===== src/rtl/core/filled_circle_span_rasterizer_defines.svh =====
// Assertion macros for the filled circle span rasterizer.
// Used by the top level; expects i_clk and i_rst_n in scope.
`ifndef FILLED_CIRCLE_SPAN_RASTERIZER_DEFINES_SVH
`define FILLED_CIRCLE_SPAN_RASTERIZER_DEFINES_SVH

// same-cycle implication
`define FCSR_ASSERT_IMP(lbl, ante, cons) \
    lbl: assert property (@(posedge i_clk) disable iff (!i_rst_n) (ante) |-> (cons)) \
        else $error("fcsr assertion failed");

// next-cycle implication
`define FCSR_ASSERT_NXT(lbl, ante, cons) \
    lbl: assert property (@(posedge i_clk) disable iff (!i_rst_n) (ante) |=> (cons)) \
        else $error("fcsr assertion failed");

`endif


===== src/rtl/core/fcsr_pkg.sv =====
// Types and widths shared by the filled circle span rasterizer modules.
// No dependencies.
package fcsr_pkg;

    localparam int COL_W = 7;
    localparam int ROW_W = 6;
    localparam int RAD_IN_W = 6;
    localparam int RAD_W = 5;
    localparam int ERR_W = 12;

    typedef struct packed {
        logic [COL_W-1:0]    center_x;
        logic [ROW_W-1:0]    center_y;
        logic [RAD_IN_W-1:0] radius;
        logic                color;
    } t_in_item;

    typedef struct packed {
        logic [COL_W-1:0] column;
        logic [ROW_W-1:0] top_row;
        logic [ROW_W-1:0] bottom_row;
        logic             fill_value;
        logic             visible;
        logic             last;
    } t_out_item;

    typedef struct packed {
        logic load;
        logic shrink;
        logic emit;
        logic emit_neg;
        logic last;
        logic step;
    } t_cmd;

    typedef struct packed {
        logic shrink_ok;
        logic slot_free;
        logic off_zero;
        logic off_at_radius;
    } t_status;

endpackage


===== src/rtl/core/fcsr_ctrl.sv =====
// Sequencer for the filled circle span rasterizer.
// Depends on fcsr_pkg for command and status structs.
module fcsr_ctrl (
    input  logic             i_clk,
    input  logic             i_rst_n,
    input  logic             i_in_valid,
    input  fcsr_pkg::t_status i_status,
    output logic             o_in_ready,
    output fcsr_pkg::t_cmd   o_cmd
);
    import fcsr_pkg::*;

    typedef enum logic [2:0] {
        S_IDLE = 3'b001,
        S_POS  = 3'b010,
        S_NEG  = 3'b100
    } t_state;

    t_state r_state, n_state;

    always_ff @(posedge i_clk) begin
        if (!i_rst_n) begin
            r_state <= S_IDLE;
        end else begin
            r_state <= n_state;
        end
    end

    always_comb begin
        n_state    = r_state;
        o_cmd      = '0;
        o_in_ready = 1'b0;
        unique case (r_state)
            S_IDLE: begin
                o_in_ready = 1'b1;
                if (i_in_valid) begin
                    o_cmd.load = 1'b1;
                    n_state    = S_POS;
                end
            end
            S_POS: begin
                if (i_status.shrink_ok) begin
                    o_cmd.shrink = 1'b1;
                end else if (i_status.slot_free) begin
                    o_cmd.emit = 1'b1;
                    if (i_status.off_zero) begin
                        o_cmd.last = i_status.off_at_radius;
                        if (i_status.off_at_radius) begin
                            n_state = S_IDLE;
                        end else begin
                            o_cmd.step = 1'b1;
                        end
                    end else begin
                        n_state = S_NEG;
                    end
                end
            end
            S_NEG: begin
                if (i_status.slot_free) begin
                    o_cmd.emit     = 1'b1;
                    o_cmd.emit_neg = 1'b1;
                    o_cmd.last     = i_status.off_at_radius;
                    if (i_status.off_at_radius) begin
                        n_state = S_IDLE;
                    end else begin
                        o_cmd.step = 1'b1;
                        n_state    = S_POS;
                    end
                end
            end
            default: begin
                n_state = S_IDLE;
            end
        endcase
    end

endmodule


===== src/rtl/core/fcsr_datapath.sv =====
// Datapath for the filled circle span rasterizer: command latch, midpoint
// error term, span clipping and the output register. Depends on fcsr_pkg.
module fcsr_datapath #(
    parameter int MAX_RADIUS    = 31,
    parameter int SCREEN_WIDTH  = 128,
    parameter int SCREEN_HEIGHT = 64
) (
    input  logic                i_clk,
    input  logic                i_rst_n,
    input  fcsr_pkg::t_in_item  i_in_item,
    input  fcsr_pkg::t_cmd      i_cmd,
    input  logic                i_out_ready,
    output fcsr_pkg::t_status   o_status,
    output logic                o_out_valid,
    output fcsr_pkg::t_out_item o_out_item
);
    import fcsr_pkg::*;

    localparam logic [RAD_W-1:0]    MAX_R   = RAD_W'(MAX_RADIUS);
    localparam logic signed [COL_W+1:0] SCR_W = (COL_W+2)'(SCREEN_WIDTH);
    localparam logic signed [ROW_W+1:0] ROW_MAX = (ROW_W+2)'(SCREEN_HEIGHT - 1);

    logic [COL_W-1:0]        r_cx;
    logic [ROW_W-1:0]        r_cy;
    logic [RAD_W-1:0]        r_rad;
    logic                    r_color;
    logic [RAD_W-1:0]        r_off;
    logic [RAD_W-1:0]        r_hh;
    logic signed [ERR_W-1:0] r_err;
    logic                    r_out_valid;
    t_out_item               r_out;

    logic [RAD_W-1:0]          sat_rad;
    logic [RAD_W-1:0]          hh_dec;
    logic signed [COL_W+1:0]   col_s;
    logic signed [ROW_W+1:0]   top_s;
    logic signed [ROW_W+1:0]   bot_s;
    logic                      vis;
    t_out_item                 span;

    assign sat_rad = (i_in_item.radius > {1'b0, MAX_R}) ? MAX_R : i_in_item.radius[RAD_W-1:0];
    assign hh_dec  = r_hh - 1'b1;

    assign o_status.shrink_ok     = (r_err > 0) && (r_hh != '0);
    assign o_status.slot_free     = !r_out_valid || i_out_ready;
    assign o_status.off_zero      = (r_off == '0);
    assign o_status.off_at_radius = (r_off == r_rad);

    always_comb begin
        if (i_cmd.emit_neg) begin
            col_s = $signed({2'b00, r_cx}) - $signed({4'b0000, r_off});
        end else begin
            col_s = $signed({2'b00, r_cx}) + $signed({4'b0000, r_off});
        end
        top_s = $signed({2'b00, r_cy}) - $signed({3'b000, r_hh});
        bot_s = $signed({2'b00, r_cy}) + $signed({3'b000, r_hh});
        vis   = (col_s >= 0) && (col_s < SCR_W);
        if (top_s < 0) begin
            top_s = '0;
        end
        if (top_s > ROW_MAX) begin
            top_s = ROW_MAX;
            vis   = 1'b0;
        end
        if (bot_s > ROW_MAX) begin
            bot_s = ROW_MAX;
        end
        span.column     = vis ? col_s[COL_W-1:0] : '0;
        span.top_row    = top_s[ROW_W-1:0];
        span.bottom_row = bot_s[ROW_W-1:0];
        span.fill_value = r_color;
        span.visible    = vis;
        span.last       = i_cmd.last;
    end

    always_ff @(posedge i_clk) begin
        if (i_cmd.load) begin
            r_cx    <= i_in_item.center_x;
            r_cy    <= i_in_item.center_y;
            r_rad   <= sat_rad;
            r_color <= i_in_item.color;
            r_off   <= '0;
            r_hh    <= sat_rad;
            r_err   <= '0;
        end else if (i_cmd.shrink) begin
            r_hh  <= hh_dec;
            r_err <= r_err - $signed({{(ERR_W-RAD_W-1){1'b0}}, hh_dec, 1'b1});
        end else if (i_cmd.step) begin
            r_off <= r_off + 1'b1;
            r_err <= r_err + $signed({{(ERR_W-RAD_W-1){1'b0}}, r_off, 1'b1});
        end
        if (i_cmd.emit) begin
            r_out <= span;
        end
    end

    always_ff @(posedge i_clk) begin
        if (!i_rst_n) begin
            r_out_valid <= 1'b0;
        end else if (i_cmd.emit) begin
            r_out_valid <= 1'b1;
        end else if (i_out_ready) begin
            r_out_valid <= 1'b0;
        end
    end

    assign o_out_valid = r_out_valid;
    assign o_out_item  = r_out;

endmodule


===== src/rtl/core/filled_circle_span_rasterizer.sv =====
// Filled circle span rasterizer. Each accepted command (center, radius,
// color) yields 2r+1 vertical spans, center column first, then +1, -1, +2,
// -2 and so on, the final one flagged last; radius saturates at MAX_RADIUS.
// The sequencer accepts the command, then emits one span per cycle into the
// single output register, except where a half-height decrement of the
// midpoint loop or an output stall holds it. A new command is taken as
// soon as the previous one has queued its last span.
// Depends on fcsr_pkg, fcsr_ctrl, fcsr_datapath and the assertion header.
`include "filled_circle_span_rasterizer_defines.svh"

module filled_circle_span_rasterizer #(
    parameter int MAX_RADIUS    = 31,
    parameter int SCREEN_WIDTH  = 128,
    parameter int SCREEN_HEIGHT = 64
) (
    input  logic                i_clk,
    input  logic                i_rst_n,
    input  logic                i_in_valid,
    output logic                o_in_ready,
    input  fcsr_pkg::t_in_item  i_in_item,
    output logic                o_out_valid,
    input  logic                i_out_ready,
    output fcsr_pkg::t_out_item o_out_item
);
    import fcsr_pkg::*;

    t_cmd    cmd;
    t_status status;

    fcsr_ctrl u_ctrl (
        .i_clk      (i_clk),
        .i_rst_n    (i_rst_n),
        .i_in_valid (i_in_valid),
        .i_status   (status),
        .o_in_ready (o_in_ready),
        .o_cmd      (cmd)
    );

    fcsr_datapath #(
        .MAX_RADIUS    (MAX_RADIUS),
        .SCREEN_WIDTH  (SCREEN_WIDTH),
        .SCREEN_HEIGHT (SCREEN_HEIGHT)
    ) u_datapath (
        .i_clk       (i_clk),
        .i_rst_n     (i_rst_n),
        .i_in_item   (i_in_item),
        .i_cmd       (cmd),
        .i_out_ready (i_out_ready),
        .o_status    (status),
        .o_out_valid (o_out_valid),
        .o_out_item  (o_out_item)
    );

    // busy after a transaction is taken
    `FCSR_ASSERT_NXT(a_busy_after_accept, i_in_valid && o_in_ready, !o_in_ready)
    // a pending span that is not the last one means a command is in flight
    `FCSR_ASSERT_IMP(a_mid_span_busy, o_out_valid && !o_out_item.last, !o_in_ready)
    // skipped spans report column zero
    `FCSR_ASSERT_IMP(a_hidden_col_zero, o_out_valid && !o_out_item.visible,
        o_out_item.column == '0)

endmodule


===== config.mk =====
export PLATFORM = sky130hd
export DESIGN_NAME = filled_circle_span_rasterizer
export DESIGN_NICKNAME = d
export VERILOG_FILES = /design/src/rtl/core/fcsr_pkg.sv /design/src/rtl/core/fcsr_ctrl.sv /design/src/rtl/core/fcsr_datapath.sv /design/src/rtl/core/filled_circle_span_rasterizer.sv
export VERILOG_INCLUDE_DIRS = /design/src /design/src/rtl/core
export SDC_FILE = /design/constraint.sdc
export NUM_CORES = 1
export LEC_CHECK = 0
export BUFFER_PORTS_ARGS = -buffer_cell sky130_fd_sc_hd__buf_2
export CAP_MARGIN = 20
export CELL_PAD_IN_SITES_DETAIL_PLACEMENT = 1
export CELL_PAD_IN_SITES_GLOBAL_PLACEMENT = 1
export CORE_ASPECT_RATIO = 1.1
export CORE_MARGIN = 2
export CORE_UTILIZATION = 42
export DETAILED_ROUTE_END_ITERATION = 8
export GPL_ROUTABILITY_DRIVEN = 0
export PLACE_DENSITY = 0.75
export SYNTH_ARGS = -nofsm -noshare
export SYNTH_HDL_FRONTEND = slang
export SYNTH_SLANG_ARGS = --single-unit

===== constraint.sdc =====
create_clock -name i_clk -period 3.3 [get_ports i_clk]
set_input_delay 0.66 -clock i_clk [delete_from_list [all_inputs] [get_ports i_clk]]
set_output_delay 0.66 -clock i_clk [all_outputs]
set_load 0.05 [all_outputs]

* Yosys cells after proc, flatten, opt, wreduce, memory -nomap -nowiden
Cells that the tools add are included.
Word-level totals: register bits 67, input port bits 24, logic and storage cells 84
Operators by class: add/subtract/negate cells 8, $lt $le $gt $ge 7, equal/unequal tests 9, mux-type cells 33, bitwise gates (word level) 1, reductions and logical operators 11
Operator list (number):
- $mux W12 | 2
- $mux W3 | 6
- $gt A8 B7 Y1 const B | 2
- $mux W5 | 3
- $add A12 B7 Y12 | 1
- $gt A12 B1 Y1 const B | 1
- $mux W1 | 12
- $sub A12 B7 Y12 | 1
- $ge A9 B1 Y1 const B | 1
- $lt A9 B9 Y1 const B | 1
- $mux W9 | 1
- $pmux W3 S3 | 1
- $add A7 B5 Y8 | 1
- $mux W2 | 4
- $mux W8 | 1
- $ne A2 B2 Y1 const B | 4
- $sub A7 B5 Y8 | 1
- $add A6 B5 Y7 | 1
- $lt A7 B1 Y1 const B | 1
- $sub A6 B5 Y7 | 1
- $gt A6 B5 Y1 const B | 1
- $reduce_bool A2 Y1 | 3
- $add A5 B1 Y5 const B | 1
- $eq A5 B5 Y1 | 1
- other kinds (16) | 17

* Longest topological paths before layout
word-level depth 8, gate-level depth with buffers 15, mapped depth without buffers 14

* Cells and area by module
From an unflattened synthesis, not the netlist that was laid out.
Second synthesis, totals: cells, all modules 405, area total of the unflattened synthesis 4081.4 um^2
Modules (own cells, without submodules):
- fcsr_datapath | instances 1, cells each 369, area an instance 3796.1 um^2
- fcsr_ctrl | instances 1, cells each 36, area an instance 285.3 um^2

* Worst setup path after synthesis
No wires, ideal clock.
path kind register -> register, start point register u_datapath.r_hh[1], end point register u_datapath.r_err[11], arrival time 3.399 ns, required time 3.209 ns, setup slack -0.190 ns, cell stages (with the launch flop) 16, buffers on the path 2, clock period less this slack 3.490 ns, cell sequence edfxtp_1 > inv_1 > ha_1 > nor4b_1 > or4_1 > buf_4 > buf_6 > a21oi_1 > inv_1 > ha_1 > a211o_1 > a2111oi_0 > nor2_1 > o22ai_1 > a21oi_1 > a311oi_1
Between the ends: word-level cells in the longest chain between the ends 5, elaborated cells between the ends (all ways) 10, those cells by class 2 x add/sub; 5 x mux; 3 x reduce/logical
RTL lines:
- start, declared | line fcsr_datapath.sv:28 | logic [RAD_W-1:0] r_hh;
- start signal, assigned | line fcsr_datapath.sv:83 | r_hh <= sat_rad;
- start signal, assigned | line fcsr_datapath.sv:86 | r_hh <= hh_dec;
- branches (longest 5 deep; another with $sub A12 B7 Y12)
- end signal, assigned | line fcsr_datapath.sv:87 | r_err <= r_err - $signed({{(ERR_W-RAD_W-1){1'b0}}, hh_dec, 1'b1});
- end signal, assigned | line fcsr_datapath.sv:90 | r_err <= r_err + $signed({{(ERR_W-RAD_W-1){1'b0}}, r_off, 1'b1});
- end, declared | line fcsr_datapath.sv:29 | logic signed [ERR_W-1:0] r_err;
Several ways; the timed one is not identified. A chain may end at the register's enable or synchronous reset.

* Final worst setup path
start point register u_datapath.r_err[0], end point register u_datapath.r_err[11]
Between the ends: word-level cells in the longest chain between the ends 5, elaborated cells between the ends (all ways) 11, those cells by class 2 x add/sub; 1 x order compare; 6 x mux; 2 x reduce/logical
RTL lines:
- $gt A12 B1 Y1 | line fcsr_datapath.sv:44 | assign o_status.shrink_ok = (r_err > 0) && (r_hh != '0);
- $logic_and A1 B1 Y1 | line fcsr_datapath.sv:44
- $mux W2 or $mux W1 (tied branches) | line fcsr_ctrl.sv:42 | if (i_status.shrink_ok) begin
- $pmux W2 S2 or $mux W1 (tied branches) | line fcsr_ctrl.sv:33 | unique case (r_state)
- $reduce_bool A2 Y1 (no line) or $mux W12 (tied branches)
Several ways; a longest one is shown, not always the timed one. The select of a mux whose other input is x is not followed.

==> results.cfg <==
[floorplan]
io-pin-count = 48
row_count = 38
initial_utilization = 0.4248
coreArea_um2 = 9747
die_area_um2 = 10670
fp.dieH_um = 108.1
die_w_um = 98.67

[synthesis]
synth-edff-count = 46
syn_area_um2 = 4140
ys_top_cells_by_area = edfxtp_1 (33%), dfxtp_1 (10%), ha_1 (10%)
syn_nets = 470
synth_top_area_frac = 0.3336
synth-main-ff-cell = edfxtp_1
avgSynthCellArea_um2 = 10.15
seq_area_frac_synth = 0.4352
synthTopCellsByCount = edfxtp_1 (46), nor2_1 (36), nand2_1 (34)
synth_most_common_cell = edfxtp_1
async_flop_share = 0
ys_ff_latch = 67
yosysUniqueCellTypes = 58
synth_warnings = 0
synth_top_cell_by_area = edfxtp_1
synthCells = 408

[critical_path]
setup.worst_path.class = reg -> reg
critPathMaxFanout = 5
crit_arrival_ns = 3.45
startpoint_type = register
slowest_delay_ns = 0.73
critPathTopFamily = simple AND/OR/NAND/NOR gates
cp_slowest_cell = or4_2
crit_chain = nor4_1 > and3_4 > or4_2 > mux2_2 > ha_1 > o21ai_1 > a211o_1 > nor2_2 > o22ai_2 > a311oi_1
end_kind = register
required_ns = 3.56
regToRegSetupSlack_ns = 0.11
path_buf_inv = 0

[grt]
antenna_found_initial = 0
gr-usage-all-layers = 0.1965
grt_pass1_vias = 3371
overflow = 0
grt_max_degree = 23
grt_pass1_wl_um = 16450

[placed_design]
hpwl_um = 7747
io_buffer_count = 47

[detailed_routing]
ant_nets = 0
vias_per_cell = 5.424
wire_per_inst_um = 16.91
dr.pass1.iters = 4
drc = 0
vias = 3233
wl_um = 10080
first_iter_violations = 93

[timing]
relSlewSlack = 0.6345
period_share = 0.9652
worst_slew_pin_slew_ns = 0.5477
whs_ns = 0.4501
finalHoldViolCount = 0
post-route-min-period_ns = 3.185
fmax_mhz = 314.0
setup_viol = 0
slew_viol_final = 0
skew_ns = 0.01446

[cells_and_area]
n_fill_cell = 1102
multi_input_area_um2 = 2242
post-route-util = 0.4958
final_layout_size_suffix_gt1_frac = 0.2311
syn_to_final_growth_pct = 16.71
seq_area_um2 = 1802
nets = 533
diodes = 0

[clock_network]
cts_buffers = 9
clk_pin_slew_ns = 0.08
cts_tree = yes
clockRootBuffer = clkbuf_8
postCtsHoldBufs = 0
cts_buffer_depth = 2
worstSkewPairLatency_ns = 0.36
htreeDepth = 3
cts.sink_count = 67

[run_status]
status = completed

[power_and_ir_drop]
pwr_density_cell_nw_per_um2 = 694.9
leakage_nw = 2.042
ir_drop_v = 0.0002436

[flow_run]
max-cap-violations = 0

[min_path]
hold_path_class = reg -> reg
==> where the power goes <==
group	leakage, nW	total, W	internal (W)	switching [W]
logic	1.36	0.00143	0.000555	0.000875
clock network	0.0966	0.000673	0.000346	0.000327
registers	0.589	0.00126	0.00113	0.000125
==> kinds of logic (layout without fill, tap and decap cells) <==
kind of cell	Yosys count	in the layout	synth area share
xor+xnor	22	22	0.04654
simple gates	141	142	0.1762
compound gates	89	89	0.1405
flops	67	67	0.4352
mux	12	12	0.02992
buf+inv	39	106	0.04775
fa+ha+maj	38	38	0.1239
==> flip-flops by register name, summed over array words and instances, names as in the netlist <==
| signal | flops |
|---|---|
| u_datapath.o_out_valid | 1 |
| u_datapath.r_rad | 5 |
| u_datapath.r_off | 5 |
| u_datapath.r_cx | 7 |
| u_ctrl.r_state | 3 |
| u_datapath.r_hh | 5 |
| u_datapath.r_cy | 6 |
| u_datapath.r_err | 12 |
| u_datapath.r_color | 1 |
| u_datapath.o_out_item | 22 |
==> routing by layer <==
metal,track usage,wire [µm],up-vias
met5,0,0,-
met3,0.04460,313,21
met2,0.3591,5317,49
met1,0.2249,4230,1577
li1,-,-,1586
met4,0.07143,218,0
==> cells in the final DEF, fill, tap and decap left out, types with 13 or more instances in the layout <==
| cell | synthesis | routed |
|---|---|---|
| buf_2 | 0 | 47 |
| xnor2_1 | 18 | 18 |
| edfxtp_1 | 46 | 46 |
| o21ai_0 | 14 | 13 |
| dfxtp_1 | 21 | 21 |
| buf_4 | 2 | 13 |
| inv_1 | 30 | 28 |
| nand2_1 | 34 | 34 |
| ha_1 | 33 | 32 |
| a21oi_1 | 31 | 29 |
| nor2_1 | 36 | 33 |
==> worst reg2reg max path, cell delays in order (launching register included) <==
cell and delay, ns:
dfxtp_1 0.45, nor4_1 0.13, and3_4 0.18, or4_2 0.73, mux2_2 0.33, ha_1 0.37
o21ai_1 0.13, a211o_1 0.33, nor2_2 0.14, o22ai_2 0.10, a311oi_1 0.22
==> per-stage QoR <==
step | setup slack [ns] | instance area (µm²) | instances | TNS, ns | power [W]
after floorplan | 0.007870 | 4198 | 408 | 0 | 0.002330
after global placement | 0.1261 | 4587 | 578 | 0 | 0.002621
after detailed placement | -0.007111 | 4587 | 578 | -0.007111 | 0.002693
after CTS | 0.01891 | 4782 | 594 | 0 | 0.003381
after global routing | -0.02451 | 4832 | 596 | -0.03932 | 0.003592
final | 0.1148 | 4832 | 596 | 0 | 0.003358
==> worst paths after layout <==
path	startpoint	to	cells after the start
setup / recovery	u_datapath.r_err[0]	u_datapath.r_err[11]	10
hold reg to reg	u_datapath.r_color	u_datapath.o_out_item[2]	0
setup reg to reg	u_datapath.r_err[0]	u_datapath.r_err[11]	10
hold / removal	u_datapath.r_color	u_datapath.o_out_item[2]	0
==> timing repair <==
action / CTS / global route
gates resized for setup: 1 / 7
buffers inserted: 0 / 1
endpoints found under the setup margin: 1 / 4
pin swaps: 0 / 4
gates cloned: 0 / 1
==> area by class of cell <==
| type | count | area share |
|---|---|---|
| clock inverters | 7 | 0.01424 |
| flip-flops and latches | 67 | 0.3729 |
| multi-input cells | 303 | 0.4640 |
| well taps | 120 | 0.03107 |
| repair buffers | 60 | 0.06888 |
| clock buffers | 9 | 0.02563 |
| inverters | 30 | 0.02330 |
No activity file was read; power rests on OpenSTA's default activity.
